--- src/hw/rtl/pau_pkg.sv ---
// Shared types, constants and the dominance test for the Pareto archive update block.
package pau_pkg;

  localparam int TAG_BITS     = 32;
  localparam int OBJ_BITS     = 16;
  localparam int NUM_OBJ      = 4;
  localparam int OBJ_VEC_W    = NUM_OBJ * OBJ_BITS;
  localparam int CAPACITY_DEF = 32;
  localparam int OUT_CNT_W    = 6;
  localparam int STATUS_W     = 3;

  typedef logic [OBJ_VEC_W-1:0] obj_vec_t;

  typedef enum logic [STATUS_W-1:0] {
    ST_INSERTED  = 3'd0,
    ST_DUPLICATE = 3'd1,
    ST_DOMINATED = 3'd2,
    ST_FULL      = 3'd3,
    ST_CLEARED   = 3'd4
  } status_t;

  typedef enum logic [1:0] {
    S_IDLE,
    S_SCAN,
    S_COPY,
    S_DONE
  } state_t;

  typedef struct packed {
    logic load;
    logic scan_start;
    logic copy_start;
    logic commit;
  } pau_cmd_t;

  typedef struct packed {
    logic pass_busy;
    logic insert_ok;
    logic out_free;
  } pau_sts_t;

  function automatic logic dominates(obj_vec_t a, obj_vec_t b);
    logic le;
    logic lt;
    le = 1'b1;
    lt = 1'b0;
    for (int k = 0; k < NUM_OBJ; k++) begin
      if (a[k*OBJ_BITS +: OBJ_BITS] > b[k*OBJ_BITS +: OBJ_BITS]) le = 1'b0;
      if (a[k*OBJ_BITS +: OBJ_BITS] < b[k*OBJ_BITS +: OBJ_BITS]) lt = 1'b1;
    end
    return le && lt;
  endfunction

endpackage

--- src/hw/rtl/pau_ctrl.sv ---
// Controller state machine: sequences capture, scan pass, copy pass and result commit.
module pau_ctrl (
  input  logic              clk,
  input  logic              rst,
  input  logic              in_valid,
  output logic              in_ready,
  input  logic              mode,
  input  pau_pkg::pau_sts_t sts,
  output pau_pkg::pau_cmd_t cmd
);
  import pau_pkg::*;

  state_t state, state_next;

  always_ff @(posedge clk) begin
    if (rst) begin
      state <= S_IDLE;
    end else begin
      state <= state_next;
    end
  end

  always_comb begin
    state_next = state;
    cmd        = '0;
    in_ready   = 1'b0;
    unique case (state)
      S_IDLE: begin
        in_ready = 1'b1;
        if (in_valid) begin
          cmd.load = 1'b1;
          if (mode) begin
            state_next = S_DONE;
          end else begin
            cmd.scan_start = 1'b1;
            state_next     = S_SCAN;
          end
        end
      end
      S_SCAN: begin
        if (!sts.pass_busy) begin
          if (sts.insert_ok) begin
            cmd.copy_start = 1'b1;
            state_next     = S_COPY;
          end else begin
            state_next = S_DONE;
          end
        end
      end
      S_COPY: begin
        if (!sts.pass_busy) state_next = S_DONE;
      end
      S_DONE: begin
        if (sts.out_free) begin
          cmd.commit = 1'b1;
          state_next = S_IDLE;
        end
      end
      default: state_next = S_IDLE;
    endcase
  end

endmodule

--- config.mk ---
export PLATFORM = sky130hd
export DESIGN_NAME = pau_ctrl
export DESIGN_NICKNAME = d
export VERILOG_FILES = /design/src/hw/rtl/pau_pkg.sv /design/src/hw/rtl/pau_ctrl.sv
export SDC_FILE = /design/constraint.sdc
export NUM_CORES = 1
export LEC_CHECK = 0
export BUFFER_PORTS_ARGS = -buffer_cell sky130_fd_sc_hd__buf_2
export CAP_MARGIN = 0
export CELL_PAD_IN_SITES_DETAIL_PLACEMENT = 0
export CELL_PAD_IN_SITES_GLOBAL_PLACEMENT = 1
export CORE_AREA = 5 5 42 44
export CTS_BUF_LIST = sky130_fd_sc_hd__clkbuf_4 sky130_fd_sc_hd__clkbuf_8
export CTS_CLUSTER_DIAMETER = 150
export DETAILED_ROUTE_END_ITERATION = 10
export DIE_AREA = 0 0 47 49
export PLACE_DENSITY_LB_ADDON = 0.1
export SLEW_MARGIN = 20
export SYNTH_ARGS = -nofsm -noshare
export SYNTH_HDL_FRONTEND = slang
export SYNTH_SLANG_ARGS = --single-unit
--- constraint.sdc ---
create_clock -name clk -period 2.3 [get_ports clk]
set_input_delay 0.575 -clock clk [delete_from_list [all_inputs] [get_ports clk]]
set_output_delay 0.575 -clock clk [all_outputs]
set_load 0.03 [all_outputs]
==> qor.txt, run 1 <==
Cts repair resizes -> 0
Netlist Area Pre-Place -> 244.0 um2
Biggest regs -> state x2
Slew of the pin with the lowest slew margin -> 0.2671 ns
GPL Wtd Cong -> 0.7133
Routed length per instance -> 10.16 um
DRC -> 0
Largest register FFs -> 2
Count of clock tree sinks -> 2
Setup violators final -> 0
Mapped Nets -> 39
Net Sw Frac -> 0.4472
CP Launch Type -> register
Drt pass-1 iters -> 2
Comb pwr share -> 0.617
Data required, critical path -> 1.73 ns
Num CTS Buffers -> 3
Clock Pin Slew Worst Setup and Hold Paths -> 0.03 ns
Area Overhead vs Synth -> 40.00%
RSZ-0062 raised after global routing -> false
Synth Warn # -> 0
Switch Pwr -> 0.1678 mW
Synth Area in Adders -> 0.2051
Int Power -> 0.2074 mW
Worst slack at placement -> 0.4911 ns
Post-synthesis mux area share -> 0.04615
Worst Hold Class -> reg -> reg
Power, Total -> 0.3752 mW
Setup_tns -> 0 ns
Drt total wl -> 589 um
Sequential area share after synthesis -> 0.1641
# hold bufs at CTS -> 0
Fin area -> 341.6 um2
Vert. Die Dim -> 49 um
DP Area -> 319.1 um2
Post-CTS Setup Inserts -> 0
Initial antenna violation count -> 0
Worst-path fanout max -> 6
1st-iter DRT viols -> 1
Cell area power density -> 1098 nW/um2
Vias/cell -> 4.103
Seq pwr share -> 0.180
Ant diodes -> 0
Fin worst setup slack -> 0.2926 ns
CTS tree -> done
# rows -> 14
Syn avg cell area -> 8.714 um2
Min Tclk post-route -> 2.007 ns
H-tree levels -> 1
Netlist cell types -> 20
Endpoints failing hold -> 0
Clock Path Buffers -> 2
Worst-skew pair later-pin latency -> 0.22 ns
Hold_ws -> 0.5098 ns
Number of global-route vias before repair -> 240
Clock root buffer -> clkbuf_4
Worst EP arrival -> 1.43 ns
Max Cap Viol -> 0
Most common cell after layout, fill and taps aside -> buf_2
Global-route wire length before repair -> 931 um
Pin count of the biggest net entering global routing -> 7
Max_slew headroom -> 0.8203
Remaining Overflow, GRT -> 0
Post-DP HPWL -> 513.7 um
Largest family of logic cells by synthesized area -> simple AND/OR/NAND/NOR gates
Clk network pwr share -> 0.204
Compound-Gate Fraction of Synth Area -> 0.2000
Antenna Nets Post-Route -> 0
Area of the core -> 1401 um2
Post-Synth XOR/XNOR Area -> 0
Via count -> 238
Clock Skews -> 0.002175 ns
Highest clock rate -> 498.1 MHz
DIE AREA -> 2303 um2
Layout Nets -> 55
LEAKAGE -> 0.1674 nW
Crit path kind -> reg -> out
Share of layout cells above drive strength 1 -> 0.4048
Mapped Cells -> 28
Crit share post-route -> 0.8728
Most frequent cells in the layout -> buf_2, ha_1, nor2b_1, clkbuf_4
Tot GR Track Use -> 0.05696
Number of synthesized register bits -> 2
Number of top-level pins -> 12
Peak VDD IR -> 437.8 uV
PortBufs -> 11
Die width -> 47 um
Initial core utilization -> 0.1741
Simple-gate share of the synthesized area -> 0.3538
Status -> completed
Biggest register -> state
Reg-to-reg setup timing slack -> 0.80 ns
Critical Path End Type -> output port
Slew Viols, Final -> 0
[worst max-delay path, stage by stage (launching register included)]
cell     delay, ns
dfxtp_1       0.40
inv_1         0.09
ha_1          0.27
and2_1        0.16
nor2b_1       0.12
buf_2         0.17
[cell type report]
class                           count  area, um2
Sequential cell                     2      40.04
Fill cell                         161       1060
Inverter                            2      7.507
Tap cell                           16      20.02
Clock buffer                        3      22.52
Multi-Input combinational cell     24      196.4
Timing Repair Buffer               11      55.05
[cell families (layout without fill, tap and decap cells)]
family,Yosys count,in the layout
AO/OA/AOI/OAI,6,6
adder cells (fa/ha/maj),4,4
buffers and inverters,2,16
flip-flops,2,2
multiplexers,1,1
AND/OR/NAND/NOR,13,13
[through the flow]
step / instances / utilization
2_1_floorplan: 28 / -
3_3_place_gp: 55 / 0.2277
3_5_place_dp: 55 / 0.2277
4_1_cts: 58 / 0.2438
5_1_grt: 58 / 0.2438
6_report: 58 / 0.2438
[worst paths after layout]
| check | from | end | cells past startpoint |
|---|---|---|---|
| setup / recovery | state[0] | cmd[2] | 5 |
| hold reg to reg | state[0] | state[0] | 2 |
| setup reg to reg | state[0] | state[1] | 5 |
| hold / removal | state[0] | state[0] | 2 |
[synthesized netlist by cell type, drive strengths merged]
cell type | number | area (um2)
dfxtp | 2 | 40.04
nor2 | 1 | 3.750
or2b | 1 | 7.510
o41ai | 1 | 16.27
nand2 | 1 | 3.750
a31oi | 1 | 6.260
nand2b | 1 | 6.260
nor4 | 1 | 6.260
ha | 4 | 50.05
mux2 | 1 | 11.26
nor3 | 1 | 5.000
inv | 2 | 7.510
o2111ai | 1 | 8.760
and2 | 2 | 12.51
a21oi | 1 | 5.000
nor2b | 5 | 41.29
o21ai | 1 | 5.000
o21a | 1 | 7.510
[power by group through the flow]
stage	combinational (mW)	sequential [mW]	clock [mW]
after floorplan	0.184	0.0628	0
after global placement	0.241	0.0665	0
after detailed placement	0.238	0.0677	0
after CTS	0.237	0.0671	0.0805
after global routing	0.257	0.0698	0.0887
final	0.231	0.0673	0.0763
[per-layer routing]
layer / global-route usage / vias up / part of all wire
li1: - / 128 / -
met1: 0.07002 / 100 / 0.43
met2: 0.07466 / 10 / 0.43
met3: 0.03690 / 0 / 0.14
met4: 0.02765 / 0 / 0
met5: 0 / - / 0
No activity file was read; power rests on OpenSTA's default activity.
==> inputs of run 2 (changes only) <==
==> constraint.sdc (replaced) <==
create_clock -name clk -period 1.7 [get_ports clk]
set_input_delay 0.425 -clock clk [delete_from_list [all_inputs] [get_ports clk]]
set_output_delay 0.425 -clock clk [all_outputs]
set_load 0.1 [all_outputs]
==> qor.txt, run 2 (synthesized netlist as in run 1, its figures left out) <==
Fin area -> 469.2 um2 (+37%)
Endpoints failing hold -> 0 (unchanged)
LEAKAGE -> 0.2033 nW (+21%)
Setup violators final -> 0 (unchanged)
Layout Nets -> 57 (+3.6%)
Area Overhead vs Synth -> 92.31%
Global-route wire length before repair -> 1131 um (+21%)
Count of clock tree sinks -> 2 (unchanged)
RSZ-0062 raised after global routing -> true
Worst Hold Class -> in -> reg
Number of top-level pins -> 12 (unchanged)
Worst slack at placement -> 0.1772 ns (-0.3140 ns)
Tot GR Track Use -> 0.07379 (+0.01683)
Share of layout cells above drive strength 1 -> 0.6136 (+0.2089)
PortBufs -> 11 (unchanged)
Placed Instances -> 55 (unchanged)
Most common cell after layout, fill and taps aside -> buf_2
CP cell instances -> inv_4 > ha_4 > and2_4 > nor2b_4 > buf_12
DP Area -> 426.7 um2 (+34%)
Ant diodes -> 0 (unchanged)
Drt total wl -> 704 um (+20%)
DRC -> 0 (unchanged)
Clock Pin Slew Worst Setup and Hold Paths -> 0.03 ns (about the same)
Reg-to-Reg Start -> state[1]
Initial antenna violation count -> 0 (unchanged)
Slew of the pin with the lowest slew margin -> 0.2747 ns (+0.007582 ns)
Crit share post-route -> 0.9718
Clock root buffer -> clkbuf_4
Initial core utilization -> 0.1741 (unchanged)
Drt pass-1 iters -> 4 (+2)
Biggest regs -> state x2
Max Cap Viol -> 0 (unchanged)
Vert. Die Dim -> 49 um (unchanged)
Num CTS Buffers -> 3 (unchanged)
GPL Wtd Cong -> 0.7845 (+10%)
Max_slew headroom -> 0.8152 (-0.005101)
Biggest register -> state
Largest register FFs -> 2 (unchanged)
Pin count of the biggest net entering global routing -> 6 (-1)
# hold bufs at CTS -> 0 (unchanged)
Setup_tns -> 0 ns (unchanged)
CTS tree -> done
Fill cells -> 157 (-2.5%)
CP Launch Type -> register
Worst EP arrival -> 1.23 ns (-0.20 ns)
Highest clock rate -> 605.3 MHz
Post-DP HPWL -> 561.9 um (+9.4%)
Crit path kind -> reg -> out
Max stage delay on crit path -> 0.35 ns (-0.05 ns)
Antenna Nets Post-Route -> 0 (unchanged)
Clock Skews -> 0.001416 ns (-0.0007583 ns)
Fin worst setup slack -> 0.04796 ns (-0.2446 ns)
DIE AREA -> 2303 um2 (unchanged)
Routed length per instance -> 11.73 um (+16%)
Final core occ -> 0.3348 (+0.09107)
Status -> completed
Peak VDD IR -> 661.0 uV (+51%)
Worst-path fanout max -> 5 (-1)
Critical Path End Type -> output port
Remaining Overflow, GRT -> 0 (unchanged)
Hold_sp -> rst
Register area -> 45.04 um2 (+12%)
Slew Viols, Final -> 0 (unchanged)
Crit path max-delay cell type -> dfxtp_4
Layout Cells excl Fill -> 60 (+3.4%)
Min Tclk post-route -> 1.652 ns
CP Launch Point -> state[0]
Clock Path Buffers -> 2 (unchanged)
Area of the core -> 1401 um2 (unchanged)
1st-iter DRT viols -> 4 (+3)
Worst-skew pair later-pin latency -> 0.22 ns (about the same)
Via count -> 248 (+4.2%)
Multi-input combinational cell area -> 226.5 um2 (+15%)
# rows -> 14 (unchanged)
Cell area power density -> 1859 nW/um2 (+69%)
Vias/cell -> 4.133 (+0.73%)
H-tree levels -> 1 (unchanged)
Number of global-route vias before repair -> 274 (+14%)
Most frequent cells in the layout -> buf_2, buf_12, ha_1, clkbuf_4
Die width -> 47 um (unchanged)
Data required, critical path -> 1.27 ns (-0.46 ns)
-- run 2: changes by cell type in the layout (fill, tap and decap cells not counted), moves of 2 or more --
cell / change
buf_2: -5
inv_1: -2
dfxtp_1: -2
buf_12: +5
buf_4: +2
-- run 2: power breakdown --
group	switching (mW)	internal, mW	total, mW
sequential	0.0287	0.0732	0.102
combinational	0.385	0.282	0.667
clock	0.0253	0.0778	0.103
-- run 2: worst paths after layout --
path	depth (start not counted)	to	slack, ns
max	5	cmd[2]	0.05
min	2	state[0]	0.36
max reg2reg	6	state[1]	0.24
min reg2reg	2	state[0]	0.50
-- run 2: timing repair --
action / in CTS / in global routing
endpoints found under the setup margin: 1 / 2
pin swaps: 1 / 0
hold endpoints to repair: 0 / 0
resized for setup: 2 / 0
buffers inserted: 1 / 1
-- run 2: area by class of cell --
| type | instances | share of cell area |
|---|---|---|
| sequential | 2 | 0.09600 |
| tap | 16 | 0.04267 |
| multi-input combinational | 24 | 0.4827 |
| inverter | 2 | 0.02133 |
| timing repair buffer | 13 | 0.3093 |
| clock buffer | 3 | 0.04800 |
-- run 2: layer usage --
metal  GRT usage  wire length, um  vias up
li1            -                -      132
met1     0.06114              247      110
met2      0.1335              429        6
met3     0.01107               28        0
met4     0.06912                0        0
met5           0                0        -
-- run 2: critical path, delay by kind of cell, from the launching register on --
family,cells,cell delay [ns]
adders and majority gates,1,0.12
buffers and inverters,2,0.25
DFF,1,0.35
and+or+nand+nor,2,0.28
-- run 2: through the flow --
stage | hold WS (ns) | total power, mW
finish | 0.3632 | 0.8723
detailed placement | 0.4922 | 0.7480
global route | 0.3689 | 0.9254
CTS | 0.3575 | 0.8721
global placement | 0.4928 | 0.7402
floorplan | 0.4557 | 0.5556
==> inputs of run 3 (changes only) <==
--- a/config.mk
+++ b/config.mk
@@ -10,7 +10,7 @@
 export CELL_PAD_IN_SITES_DETAIL_PLACEMENT = 0
 export CELL_PAD_IN_SITES_GLOBAL_PLACEMENT = 1
 export CORE_AREA = 5 5 42 44
-export CTS_BUF_LIST = sky130_fd_sc_hd__clkbuf_4 sky130_fd_sc_hd__clkbuf_8
+export CTS_BUF_LIST = sky130_fd_sc_hd__clkbuf_16
 export CTS_CLUSTER_DIAMETER = 150
 export DETAILED_ROUTE_END_ITERATION = 10
 export DIE_AREA = 0 0 47 49
==> qor.txt, run 3 (synthesized netlist as in run 1, its figures left out) <==
Crit share post-route -> 0.9726 (about the same)
DRC -> 0 (unchanged)
DIE AREA -> 2303 um2 (unchanged)
Antenna Nets Post-Route -> 0 (unchanged)
Slew Viols, Final -> 0 (unchanged)
CTS tree -> done
Data required, critical path -> 1.27 ns (about the same)
Initial core utilization -> 0.1741 (unchanged)
Post-DP HPWL -> 561.9 um (unchanged)
Crit path max-delay cell type -> dfxtp_2
Pin count of the biggest net entering global routing -> 6 (unchanged)
LEAKAGE -> 0.2264 nW (+11%)
Fin area -> 521.8 um2 (+11%)
Die width -> 47 um (unchanged)
GPL Wtd Cong -> 0.7845 (unchanged)
Clock Pin Slew Worst Setup and Hold Paths -> 0.03 ns (about the same)
Most frequent cells in the layout -> buf_2, buf_12, ha_1, clkbuf_16
Crit path max-delay family -> flip-flops
Max_slew headroom -> 0.7909 (-0.02432)
CP cell instances -> inv_2 > ha_4 > and2_4 > buf_4 > buf_12
Comb pwr share -> 0.594 (-0.171)
Max Cap Viol -> 0 (unchanged)
Drt pass-1 iters -> 3 (-1)
Seq pwr share -> 0.092 (-0.025)
RSZ-0062 raised after global routing -> false
Routed length per instance -> 11.62 um (-0.99%)
Global-route wire length before repair -> 1062 um (-6.1%)
Number of global-route vias before repair -> 252 (-8.0%)
Int Power -> 0.6543 mW (+51%)
Number of top-level pins -> 12 (unchanged)
Vert. Die Dim -> 49 um (unchanged)
Vias/cell -> 4.283 (+3.6%)
Drt total wl -> 697 um (-0.99%)
Slew of the pin with the lowest slew margin -> 0.3108 ns (+0.03614 ns)
Share of layout cells above drive strength 1 -> 0.6136 (unchanged)
Tot GR Track Use -> 0.07027 (-0.003514)
Worst Hold Class -> in -> reg
Initial antenna violation count -> 0 (unchanged)
Worst path bufs/invs -> 3 (+1)
# rows -> 14 (unchanged)
Num CTS Buffers -> 3 (unchanged)
Via count -> 257 (+3.6%)
# hold bufs at CTS -> 0 (unchanged)
DP Area -> 426.7 um2 (unchanged)
Max stage delay on crit path -> 0.36 ns (about the same)
Endpoints failing hold -> 0 (unchanged)
Remaining Overflow, GRT -> 0 (unchanged)
Area of the core -> 1401 um2 (unchanged)
CP Launch Type -> register
Critical Path End Type -> output port
H-tree levels -> 1 (unchanged)
Clock Path Buffers -> 2 (unchanged)
Clock root buffer -> clkbuf_16
Clock Skews -> 0.001577 ns (+0.0001603 ns)
Worst-path fanout max -> 5 (unchanged)
Layout Nets -> 57 (unchanged)
Min Tclk post-route -> 1.653 ns (+0.001437 ns)
Count of clock tree sinks -> 2 (unchanged)
Status -> completed
Area Overhead vs Synth -> 113.8%
Cell area power density -> 2152 nW/um2 (+16%)
Crit path kind -> reg -> out
Biggest register -> state
1st-iter DRT viols -> 3 (-1)
Switch Pwr -> 0.4683 mW (+6.6%)
Most common cell after layout, fill and taps aside -> buf_2
Clk network pwr share -> 0.314 (+0.196)
Setup_tns -> 0 ns (unchanged)
PortBufs -> 11 (unchanged)
Power, Total -> 1.123 mW (+29%)
Ant diodes -> 0 (unchanged)
Biggest regs -> state x2
Worst-skew pair later-pin latency -> 0.22 ns (about the same)
Worst EP arrival -> 1.23 ns (about the same)
Setup violators final -> 0 (unchanged)
Largest register FFs -> 2 (unchanged)
Net Sw Frac -> 0.4171 (-0.08655)
Highest clock rate -> 604.8 MHz (about the same)
Peak VDD IR -> 848.8 uV (+28%)
[run 3: cell counts in the layout (fill, tap and decap cells not counted)]
No cell type changed its count.
[run 3: final timing paths]
kind              startpoint  endpoint  slack [ns]  depth (start not counted)
hold reg to reg     state[0]  state[0]        0.50                          2
hold / removal           rst  state[0]        0.37                          2
setup / recovery    state[1]    cmd[3]        0.05                          5
setup reg to reg    state[1]  state[1]        0.20                          6
[run 3: final cells by class]
cell class | count | area (um2)
repair buffers | 13 | 145.1
fillers | 146 | 879.6
well taps | 16 | 20.02
flip-flops and latches | 2 | 45.04
inverters | 2 | 10.01
clock buffers | 3 | 75.07
multi-input cells | 24 | 226.5
[run 3: per-layer routing]
metal / GRT usage / share of wire / wire length, um / vias to the layer above
met5: 0 / 0 / 0 / -
met4: 0.06912 / 0.032 / 22 / 0
met3: 0.02214 / 0.049 / 34 / 3
met2: 0.1109 / 0.54 / 374 / 7
met1: 0.06550 / 0.38 / 265 / 116
li1: - / - / - / 131
[run 3: per-stage QoR]
step                utilization  setup WS, ns  instances  hold slack (ns)
finish                   0.3723       0.04652         60           0.3668
global route             0.3723      0.008497         60           0.3819
CTS                      0.3634      0.003750         59           0.3696
detailed placement       0.3045        0.1772         55           0.4922
global placement         0.3045        0.2056         55           0.4928
floorplan                     -       -0.4658         28           0.4557
[run 3: timing repair]
action / 4_1_cts / 5_1_grt
pin swaps: 1 / 0
endpoints found under the hold margin: 0 / 0
setup buffers: 1 / 1
setup endpoints to repair: 1 / 1
resized for setup: 0 / 2
[run 3: power groups by stage]
stage	combinational [mW]	sequential (mW)	clock (mW)
after floorplan	0.464	0.0920	0
after global placement	0.644	0.0958	0
after detailed placement	0.651	0.0973	0
after CTS	0.660	0.0963	0.358
after global routing	0.695	0.105	0.367
final	0.667	0.103	0.352
